**src/skct_pkg.sv**
```systemverilog
// ----------------------------------------------------------------------------
// skct_pkg
// Shared sizes, codes and types of the sorted key count table.
// ----------------------------------------------------------------------------
`default_nettype none

package skct_pkg;

    localparam int DEPTH      = 64;
    localparam int KEY_BITS   = 32;
    localparam int COUNT_BITS = 16;

    localparam int IDX_BITS   = $clog2(DEPTH);
    localparam int OCC_BITS   = $clog2(DEPTH + 1);
    localparam int ENTRY_BITS = KEY_BITS + COUNT_BITS;

    // port field widths
    localparam int FUNC_W   = 2;
    localparam int KEYF_W   = 32;
    localparam int POS_W    = 6;
    localparam int STATUS_W = 3;
    localparam int CNTF_W   = 16;
    localparam int OCCF_W   = 7;

    localparam int IN_BITS  = FUNC_W + KEYF_W + POS_W;
    localparam int OUT_USED = STATUS_W + 1 + KEYF_W + CNTF_W + OCCF_W;
    localparam int OUT_BITS = ((OUT_USED + 7) / 8) * 8;

    typedef enum logic [FUNC_W-1:0] {
        FN_INSERT = 2'd0,
        FN_REMOVE = 2'd1,
        FN_FIND   = 2'd2,
        FN_READ   = 2'd3
    } func_t;

    typedef enum logic [STATUS_W-1:0] {
        ST_OK      = 3'd0,
        ST_FULL    = 3'd1,
        ST_MISSING = 3'd2,
        ST_EMPTY   = 3'd3,
        ST_BADPOS  = 3'd4
    } status_t;

    typedef struct packed {
        status_t               status;
        logic                  found;
        logic [KEYF_W-1:0]     entry_key;
        logic [CNTF_W-1:0]     entry_count;
        logic [OCCF_W-1:0]     occupancy;
    } res_t;

endpackage

`default_nettype wire

```
**src/skct_ram.sv**
```systemverilog
// ----------------------------------------------------------------------------
// skct_ram
// Simple dual-port RAM: one write port, one read port, registered read data.
// ----------------------------------------------------------------------------
`default_nettype none

module skct_ram #(
    parameter int WIDTH     = 48,
    parameter int WORDS     = 64,
    parameter int ADDR_BITS = $clog2(WORDS)
) (
    input  wire logic                 clk,
    input  wire logic                 we,
    input  wire logic [ADDR_BITS-1:0] waddr,
    input  wire logic [WIDTH-1:0]     wdata,
    input  wire logic [ADDR_BITS-1:0] raddr,
    output logic      [WIDTH-1:0]     rdata
);

    logic [WIDTH-1:0] mem [WORDS];
    logic [WIDTH-1:0] rdata_reg;

    always_ff @(posedge clk)
    begin
        if (we)
        begin
            mem[waddr] <= wdata;
        end
        rdata_reg <= mem[raddr];
    end

    assign rdata = rdata_reg;

endmodule

`default_nettype wire

```
**src/skct_ctrl.sv**
```systemverilog
// ----------------------------------------------------------------------------
// skct_ctrl
// Sequencer: linear search with one shared comparator, entry-by-entry shifts
// through the table RAM, result formation.
// ----------------------------------------------------------------------------
`default_nettype none

module skct_ctrl (
    input  wire logic                                clk,
    input  wire logic                                rst_n,
    // item in
    input  wire logic                                in_valid,
    output logic                                     in_ready,
    input  wire logic [skct_pkg::FUNC_W-1:0]         in_func,
    input  wire logic [skct_pkg::KEYF_W-1:0]         in_key,
    input  wire logic [skct_pkg::POS_W-1:0]          in_pos,
    // result out
    output logic                                     res_valid,
    input  wire logic                                res_ready,
    output skct_pkg::res_t                           res,
    // table RAM
    output logic                                     ram_we,
    output logic [skct_pkg::IDX_BITS-1:0]            ram_waddr,
    output logic [skct_pkg::ENTRY_BITS-1:0]          ram_wdata,
    output logic [skct_pkg::IDX_BITS-1:0]            ram_raddr,
    input  wire logic [skct_pkg::ENTRY_BITS-1:0]     ram_rdata
);

    localparam int OB = skct_pkg::OCC_BITS;
    localparam int IB = skct_pkg::IDX_BITS;
    localparam int KB = skct_pkg::KEY_BITS;
    localparam int CB = skct_pkg::COUNT_BITS;

    typedef enum logic [7:0] {
        S_IDLE     = 8'b0000_0001,
        S_SCAN_RD  = 8'b0000_0010,
        S_SCAN_CMP = 8'b0000_0100,
        S_SHIFT_RD = 8'b0000_1000,
        S_SHIFT_WR = 8'b0001_0000,
        S_PUT      = 8'b0010_0000,
        S_READ_RD  = 8'b0100_0000,
        S_DONE     = 8'b1000_0000
    } state_t;

    state_t              state_reg, state_next;
    skct_pkg::func_t     func_reg, func_next;
    logic [KB-1:0]       key_reg, key_next;
    logic [IB-1:0]       pos_reg, pos_next;
    logic [OB-1:0]       used_reg, used_next;
    logic [OB-1:0]       idx_reg, idx_next;
    logic [OB-1:0]       j_reg, j_next;
    skct_pkg::res_t      res_reg, res_next;

    logic [KB-1:0]       rd_key;
    logic [CB-1:0]       rd_cnt;
    logic [CB-1:0]       cnt_inc;
    logic [OB-1:0]       in_pos_ext;
    logic [OB-1:0]       j_dn, j_up, j_up2;

    assign rd_key     = ram_rdata[skct_pkg::ENTRY_BITS-1:CB];
    assign rd_cnt     = ram_rdata[CB-1:0];
    assign cnt_inc    = (rd_cnt == {CB{1'b1}}) ? rd_cnt : rd_cnt + CB'(1);
    assign in_pos_ext = OB'(in_pos);
    assign j_dn       = j_reg - OB'(1);
    assign j_up       = j_reg + OB'(1);
    assign j_up2      = j_reg + OB'(2);

    always_ff @(posedge clk or negedge rst_n)
    begin
        if (!rst_n)
        begin
            state_reg <= S_IDLE;
            used_reg  <= '0;
        end
        else
        begin
            state_reg <= state_next;
            used_reg  <= used_next;
        end
    end

    always_ff @(posedge clk)
    begin
        func_reg <= func_next;
        key_reg  <= key_next;
        pos_reg  <= pos_next;
        idx_reg  <= idx_next;
        j_reg    <= j_next;
        res_reg  <= res_next;
    end

    always_comb
    begin
        state_next = state_reg;
        func_next  = func_reg;
        key_next   = key_reg;
        pos_next   = pos_reg;
        used_next  = used_reg;
        idx_next   = idx_reg;
        j_next     = j_reg;
        res_next   = res_reg;
        ram_we     = 1'b0;
        ram_waddr  = '0;
        ram_wdata  = '0;
        ram_raddr  = '0;

        case (state_reg)
            S_IDLE:
            begin
                if (in_valid)
                begin
                    func_next = skct_pkg::func_t'(in_func);
                    key_next  = in_key[KB-1:0];
                    pos_next  = in_pos[IB-1:0];
                    idx_next  = '0;
                    res_next  = '0;
                    if (skct_pkg::func_t'(in_func) == skct_pkg::FN_INSERT)
                    begin
                        state_next = S_SCAN_RD;
                    end
                    else if (used_reg == '0)
                    begin
                        res_next.status = skct_pkg::ST_EMPTY;
                        state_next      = S_DONE;
                    end
                    else if (skct_pkg::func_t'(in_func) != skct_pkg::FN_READ)
                    begin
                        state_next = S_SCAN_RD;
                    end
                    else if (in_pos_ext >= used_reg)
                    begin
                        res_next.status = skct_pkg::ST_BADPOS;
                        state_next      = S_DONE;
                    end
                    else
                    begin
                        state_next = S_READ_RD;
                    end
                end
            end

            S_READ_RD:
            begin
                ram_raddr  = pos_reg;
                state_next = S_SCAN_CMP;
            end

            S_SCAN_RD:
            begin
                ram_raddr = idx_reg[IB-1:0];
                if (idx_reg >= used_reg)
                begin
                    // ran past the last key: miss, slot is the end of the list
                    if (func_reg != skct_pkg::FN_INSERT)
                    begin
                        res_next.status = skct_pkg::ST_MISSING;
                        state_next      = S_DONE;
                    end
                    else if (used_reg == OB'(skct_pkg::DEPTH))
                    begin
                        res_next.status = skct_pkg::ST_FULL;
                        state_next      = S_DONE;
                    end
                    else
                    begin
                        state_next = S_PUT;
                    end
                end
                else
                begin
                    state_next = S_SCAN_CMP;
                end
            end

            S_SCAN_CMP:
            begin
                if (func_reg == skct_pkg::FN_READ)
                begin
                    res_next.status      = skct_pkg::ST_OK;
                    res_next.found       = 1'b1;
                    res_next.entry_key   = skct_pkg::KEYF_W'(rd_key);
                    res_next.entry_count = skct_pkg::CNTF_W'(rd_cnt);
                    state_next           = S_DONE;
                end
                else if (rd_key < key_reg)
                begin
                    idx_next   = idx_reg + OB'(1);
                    state_next = S_SCAN_RD;
                end
                else if (rd_key == key_reg)
                begin
                    res_next.status    = skct_pkg::ST_OK;
                    res_next.found     = 1'b1;
                    res_next.entry_key = skct_pkg::KEYF_W'(key_reg);
                    case (func_reg)
                        skct_pkg::FN_INSERT:
                        begin
                            ram_we               = 1'b1;
                            ram_waddr            = idx_reg[IB-1:0];
                            ram_wdata            = {key_reg, cnt_inc};
                            res_next.entry_count = skct_pkg::CNTF_W'(cnt_inc);
                            state_next           = S_DONE;
                        end
                        skct_pkg::FN_REMOVE:
                        begin
                            res_next.entry_count = '0;
                            j_next               = idx_reg;
                            if (idx_reg + OB'(1) < used_reg)
                            begin
                                state_next = S_SHIFT_RD;
                            end
                            else
                            begin
                                used_next  = used_reg - OB'(1);
                                state_next = S_DONE;
                            end
                        end
                        default:
                        begin
                            res_next.entry_count = skct_pkg::CNTF_W'(rd_cnt);
                            state_next           = S_DONE;
                        end
                    endcase
                end
                else
                begin
                    // first key above the search key: miss at this slot
                    if (func_reg != skct_pkg::FN_INSERT)
                    begin
                        res_next.status = skct_pkg::ST_MISSING;
                        state_next      = S_DONE;
                    end
                    else if (used_reg == OB'(skct_pkg::DEPTH))
                    begin
                        res_next.status = skct_pkg::ST_FULL;
                        state_next      = S_DONE;
                    end
                    else
                    begin
                        j_next     = used_reg;
                        state_next = S_SHIFT_RD;
                    end
                end
            end

            S_SHIFT_RD:
            begin
                // insert moves entries up from the tail, remove moves them down
                if (func_reg == skct_pkg::FN_INSERT)
                begin
                    ram_raddr = j_dn[IB-1:0];
                end
                else
                begin
                    ram_raddr = j_up[IB-1:0];
                end
                state_next = S_SHIFT_WR;
            end

            S_SHIFT_WR:
            begin
                ram_we    = 1'b1;
                ram_waddr = j_reg[IB-1:0];
                ram_wdata = ram_rdata;
                if (func_reg == skct_pkg::FN_INSERT)
                begin
                    j_next = j_dn;
                    if (j_dn == idx_reg)
                    begin
                        state_next = S_PUT;
                    end
                    else
                    begin
                        state_next = S_SHIFT_RD;
                    end
                end
                else
                begin
                    j_next = j_up;
                    if (j_up2 >= used_reg)
                    begin
                        used_next  = used_reg - OB'(1);
                        state_next = S_DONE;
                    end
                    else
                    begin
                        state_next = S_SHIFT_RD;
                    end
                end
            end

            S_PUT:
            begin
                ram_we               = 1'b1;
                ram_waddr            = idx_reg[IB-1:0];
                ram_wdata            = {key_reg, CB'(1)};
                used_next            = used_reg + OB'(1);
                res_next.status      = skct_pkg::ST_OK;
                res_next.found       = 1'b0;
                res_next.entry_key   = skct_pkg::KEYF_W'(key_reg);
                res_next.entry_count = skct_pkg::CNTF_W'(1);
                state_next           = S_DONE;
            end

            S_DONE:
            begin
                if (res_ready)
                begin
                    state_next = S_IDLE;
                end
            end

            default:
            begin
                state_next = S_IDLE;
            end
        endcase

        // occupancy always reflects the table after the operation
        res_next.occupancy = skct_pkg::OCCF_W'(used_next);
    end

    assign in_ready  = (state_reg == S_IDLE);
    assign res_valid = (state_reg == S_DONE);
    assign res       = res_reg;

endmodule

`default_nettype wire

```
**src/sorted_key_count_table_core.sv**
```systemverilog
// ----------------------------------------------------------------------------
// sorted_key_count_table_core
// Sorted table of distinct keys with occurrence counts: insert, remove,
// find and read at index, one result per item.
// ----------------------------------------------------------------------------
//  channel | dir | handshake          | tdata fields (low bit first)
//  s_*     | in  | s_tvalid/s_tready  | func[1:0] key[33:2] position[39:34]
//  m_*     | out | m_tvalid/m_tready  | status[2:0] found[3] entry_key[35:4]
//          |     |                    | entry_count[51:36] occupancy[58:52]
//
// A linear search with one comparator reads and compares one entry at a time;
// insert and remove then move entries through the single-port-pair RAM one
// at a time, reading each and writing it back one slot over. Empty table and
// bad position are answered without a RAM access; read at index reads once.
// Reset clears the occupancy and control state, not the table contents; those need no clearing.
// A finished result sits in the output register; the next item is taken
// while it waits and stalls only when its own result is ready while that one still waits.
// ----------------------------------------------------------------------------
`default_nettype none

module sorted_key_count_table_core (
    input  wire logic                           clk,
    input  wire logic                           rst_n,
    input  wire logic                           s_tvalid,
    output logic                                s_tready,
    input  wire logic [skct_pkg::IN_BITS-1:0]   s_tdata,  // func, key, position
    output logic                                m_tvalid,
    input  wire logic                           m_tready,
    output logic      [skct_pkg::OUT_BITS-1:0]  m_tdata   // status, found, entry_key,
                                                          // entry_count, occupancy, pad
);

    localparam int KOFS = skct_pkg::FUNC_W;
    localparam int POFS = skct_pkg::FUNC_W + skct_pkg::KEYF_W;

    logic                                  res_valid;
    logic                                  res_ready;
    skct_pkg::res_t                        res;
    logic                                  ram_we;
    logic [skct_pkg::IDX_BITS-1:0]         ram_waddr;
    logic [skct_pkg::ENTRY_BITS-1:0]       ram_wdata;
    logic [skct_pkg::IDX_BITS-1:0]         ram_raddr;
    logic [skct_pkg::ENTRY_BITS-1:0]       ram_rdata;

    logic                                  out_valid_reg;
    skct_pkg::res_t                        out_data_reg;

    skct_ctrl u_ctrl (
        .clk       (clk),
        .rst_n     (rst_n),
        .in_valid  (s_tvalid),
        .in_ready  (s_tready),
        .in_func   (s_tdata[skct_pkg::FUNC_W-1:0]),
        .in_key    (s_tdata[KOFS +: skct_pkg::KEYF_W]),
        .in_pos    (s_tdata[POFS +: skct_pkg::POS_W]),
        .res_valid (res_valid),
        .res_ready (res_ready),
        .res       (res),
        .ram_we    (ram_we),
        .ram_waddr (ram_waddr),
        .ram_wdata (ram_wdata),
        .ram_raddr (ram_raddr),
        .ram_rdata (ram_rdata)
    );

    skct_ram #(
        .WIDTH     (skct_pkg::ENTRY_BITS),
        .WORDS     (skct_pkg::DEPTH),
        .ADDR_BITS (skct_pkg::IDX_BITS)
    ) u_ram (
        .clk   (clk),
        .we    (ram_we),
        .waddr (ram_waddr),
        .wdata (ram_wdata),
        .raddr (ram_raddr),
        .rdata (ram_rdata)
    );

    // output register: free when empty or being drained this cycle
    assign res_ready = !out_valid_reg || m_tready;

    always_ff @(posedge clk or negedge rst_n)
    begin
        if (!rst_n)
        begin
            out_valid_reg <= 1'b0;
        end
        else if (res_ready)
        begin
            out_valid_reg <= res_valid;
        end
    end

    always_ff @(posedge clk)
    begin
        if (res_valid && res_ready)
        begin
            out_data_reg <= res;
        end
    end

    assign m_tvalid = out_valid_reg;
    assign m_tdata  = {
        {(skct_pkg::OUT_BITS - skct_pkg::OUT_USED){1'b0}},
        out_data_reg.occupancy,
        out_data_reg.entry_count,
        out_data_reg.entry_key,
        out_data_reg.found,
        out_data_reg.status
    };

endmodule

`default_nettype wire
```
**config.mk**
```make
export PLATFORM = sky130hd
export DESIGN_NAME = sorted_key_count_table_core
export DESIGN_NICKNAME = d
export VERILOG_FILES = /design/src/skct_pkg.sv /design/src/skct_ram.sv /design/src/skct_ctrl.sv /design/src/sorted_key_count_table_core.sv
export SDC_FILE = /design/constraint.sdc
export NUM_CORES = 2
export LEC_CHECK = 0
export BUFFER_PORTS_ARGS = -buffer_cell sky130_fd_sc_hd__buf_2
export CAP_MARGIN = 20
export CORE_MARGIN = 4
export CORE_UTILIZATION = 46
export DETAILED_ROUTE_END_ITERATION = 8
export GPL_TIMING_DRIVEN = 1
export PLACE_DENSITY = 0.73
export SYNTH_ARGS = -nofsm -noshare
export SYNTH_HDL_FRONTEND = slang
export SYNTH_HIERARCHICAL = 1
export SYNTH_SLANG_ARGS = --single-unit
```
**constraint.sdc**
```tcl
create_clock -name clk -period 9.8 [get_ports clk]
set_input_delay 0.98 -clock clk [delete_from_list [all_inputs] [get_ports clk]]
set_output_delay 0.98 -clock clk [all_outputs]
set_load 0.005 [all_outputs]
```
==> summary.md <==
| Metric | Value |
|---|---|
| Placement-stage cell area | `134000 sq um` |
| Synth cell count leaders | `edfxtp_1, mux4_2, mux2i_1` |
| Routed via count divided by cell count | `6.500` |
| Antenna violations before repair | `41` |
| Share of synthesized registers carrying an async set or reset | `0.004837` |
| Setup violators final | `0` |
| Buffering stage count on the worst path with inverters included | `4` |
| Clk buf depth | `4` |
| Top cell type by total area after synthesis | `edfxtp_1` |
| Proportion of power drawn by combinational gates | `0.066` |
| Clock tree from TritonCTS | `built` |
| Number of DRC markers after the initial detailed-route iteration | `11.39k` |
| Switching pwr | `0.006736 W` |
| Actual slew at the worst max-slew pin | `1.224 ns` |
| Kind of end point of the critical path | `flip-flop` |
| Skew final | `0.07329 ns` |
| Clock transition time at the flip-flop clock pins of the worst setup and hold paths | `0.06 ns` |
| Port bufs | `104` |
| Syn-to-layout area delta | `11.89%` |
| Final cycle utilization of the critical path | `0.6889` |
| Biggest area contributors in the synthesized netlist | `edfxtp_1, mux4_2, mux2i_1` |
| Slowest cell on the critical path | `nor2_4` |
| Internal Power | `0.02288 W` |
| Mean post-synth cell area | `20.81 sq um` |
| Number of flip-flops and latches in the synthesized netlist | `3308` |
| Run status | `finished, final reports clean` |
| Unique masters post-synth | `84` |
| # H-tree levels | `5` |
| Standard-cell row count | `193` |
| Sequential group share of total power | `0.538` |
| Final slew viol count | `0` |
| Ratio of cells with drive above 1 in the final layout | `0.2398` |
| Post-route setup TNS | `0 ns` |
| Detailed Place HPWL | `207900 um` |
| # IOs | `110` |
| Crit path kind | `reg -> reg` |
| Clock Power Share | `0.396` |
| Primary flip-flop cell chosen by synthesis mapping | `edfxtp_1` |
| Final hold violation count | `0` |
| Quantity of hold-fixing buffers added after cts | `0` |
| Warnings, synthesis | `6` |
| Netlist area before placement | `128600 sq um` |
| Max Clk Rate | `0.1481 GHz` |
| Skew-Pair Late Insertion Delay | `0.89 ns` |
| Normalized max-slew margin | `0.1753` |
| Wire length of the first global-routing pass | `493200 um` |
| Highest cell delay on the worst timing path | `1.06 ns` |
| Post-CTS setup buffers | `0` |
| Detailed-routing iteration count for the pre-antenna-repair pass | `8` |
| Starting Density | `0.4634` |
| Post-Route Hold Slack | `0.06563 ns` |
| Worst EP required | `10.30 ns` |
| Count of flip-flops with a built-in enable after synthesis | `3237` |
| Kind of cell adding the most delay to the critical path | `simple AND/OR/NAND/NOR gates` |
| Number of max-cap violations | `0` |
| Number of global-route vias before repair | `63.83k` |
| Worst-path maximum fanout | `38` |
| Total Die Area | `288100 sq um` |
| Highest ir drop seen on vdd | `0.1501 mV` |
| Net Sw Frac | `0.2274` |
| Remaining global-route overflow | `0` |
| Largest net degree at the start of global routing | `110` |
| Post-synthesis instance total | `6180` |
| Tightest Hold Check Type | `in -> async` |
| Reported leakage power | `35.93 nW` |
| Core Region | `277500 sq um` |
| Resized Gates After CTS | `0` |
| Num Clock Sinks | `3308` |
| GRT Total Usage | `0.2396` |
| Total number of vias | `67.32k` |
| Post-route minimum period | `6.752 ns` |
| Cell-by-cell trace of the critical path | `inv_1, ha_1, nand4_1, nor4_2, inv_1, a31oi_1, o211ai_1, nand2_2, buf_4, a22o_1, nand4_1, nor2_4, buf_4` |
| DR DRC count | `0` |
| Number of flip-flops in the largest register | `3072` |
| Non-filler instance count after layout | `10.36k` |
| RD Place Congestion | `0.9638` |
| NumNets Final | `6517` |
| Area share of the leading cell type in the synthesized netlist | `0.7559` |
| Die span in y | `536.7 um` |
| Wirelength per Cell | `33.83 um` |
| Share of the yosys chip area belonging to registers | `0.7676` |
| TritonCTS buffer count | `322` |
| Placed instance count | `9782` |
| Most instantiated library cell after synthesis | `edfxtp_1` |
| Die span in x | `536.7 um` |
| RSZ-0062 raised after global routing | `false` |
| Worst Path Arrival | `7.25 ns` |
| Post-route cell area | `143900 sq um` |
| CTS Root Buffer Type | `clkbuf_16` |
| Detailed-route wire length | `350300 um` |
| Routed Antenna Nets | `0` |
| Worst Setup Start Kind | `flip-flop` |
| Cell area power density | `205.9 nW/um^2` |
path summary, 6_finish.rpt:
path                                         startpoint                               to  slack, ns  cells after the start
min reg2reg                       u_ctrl/res[5]$_DFF_P_            m_tdata[57]$_DFFE_PP_       0.39                      0
min                                               rst_n             m_tvalid$_DFFE_PN0P_       0.07                      1
max                        u_ctrl/key_reg[22]$_DFFE_PP_      u_ram/mem[15][32]$_DFFE_PP_       3.05                     13
min in group clk                            s_tdata[21]     u_ctrl/key_reg[19]$_DFFE_PP_       0.31                      1
max reg2reg                u_ctrl/key_reg[22]$_DFFE_PP_      u_ram/mem[15][32]$_DFFE_PP_       3.05                     13
max in group asynchronous                         rst_n  u_ctrl/state_reg[0]$_DFFE_PN1P_       9.41                      1
cells by family after synthesis:
group                    count (synthesis)  share of synthesized area
buffers and inverters                  426                    0.01734
multiplexers                           952                     0.1402
other                                    1                 0.00002916
AO/OA/AOI/OAI                          665                    0.03783
XOR/XNOR                                27                   0.001839
flip-flops                            3308                     0.7676
AND/OR/NAND/NOR                        732                    0.02844
adder cells (fa/ha/maj)                 69                   0.006695
routing by layer:
metal	wire, um	vias up	share of wire	track usage
met5	106	-	0.00030	0
met4	13230	16	0.038	0.07781
met3	50650	668	0.14	0.06947
met2	156000	5086	0.45	0.3514
met1	130300	35180	0.37	0.3483
li1	-	26370	-	-
cells in the final DEF, fill, tap and decap left out, drive strengths merged, types with 9 or more instances in the layout:
| cell type | count |
|---|---|
| nand3 | 141 |
| a311o | 17 |
| mux2i | 209 |
| clkbuf | 406 |
| ha | 68 |
| o22ai | 131 |
| a221o | 29 |
| clkinv | 120 |
| o22a | 17 |
| nor2 | 152 |
| nand4 | 84 |
| dfrtp | 15 |
| a211oi | 52 |
| nor4 | 15 |
| o211ai | 21 |
| nand3b | 9 |
| nor3 | 24 |
| nand2 | 167 |
| a22oi | 88 |
| o21ai | 53 |
| inv | 67 |
| edfxtp | 3237 |
| a221oi | 10 |
| and2 | 12 |
| or2 | 13 |
| diode | 18 |
| or3 | 12 |
| xnor2 | 18 |
| nand2b | 20 |
| buf | 260 |
| mux4 | 672 |
| and3 | 30 |
| nor2b | 28 |
| xor2 | 9 |
| a21oi | 73 |
| o221ai | 39 |
| mux2 | 71 |
| bufinv | 15 |
| a22o | 74 |
| dfxtp | 55 |
layout make-up:
type	instances	area [sq um]
antenna	18	45.04
clock buffer	402	8610
clock inverter	151	1166
fill	20910	133600
inverter	59	221.5
multi-input combinational	2450	28620
sequential	3308	98710
tap	3705	4636
timing repair buffer	264	1872
power groups by stage:
stage | clock network (W) | logic [W] | registers [W]
final | 0.0117 | 0.00195 | 0.0159
after global routing | 0.0125 | 0.00204 | 0.0159
after CTS | 0.0119 | 0.00190 | 0.0159
after detailed placement | 0 | 0.00189 | 0.0162
after global placement | 0 | 0.00187 | 0.0162
after floorplan | 0 | 0.00121 | 0.0161
through the flow:
| stage | power, W | util | worst slack (ns) |
|---|---|---|---|
| 5_1_grt | 0.03045 | 0.5184 | 2.838 |
| 3_3_place_gp | 0.01808 | 0.4830 | 3.448 |
| 6_report | 0.02962 | 0.5185 | 3.048 |
| 3_5_place_dp | 0.01811 | 0.4830 | 3.266 |
| 4_1_cts | 0.02969 | 0.5183 | 3.220 |
| 2_1_floorplan | 0.01728 | - | 2.759 |
Note: power is estimated with default switching activity, not from simulation.
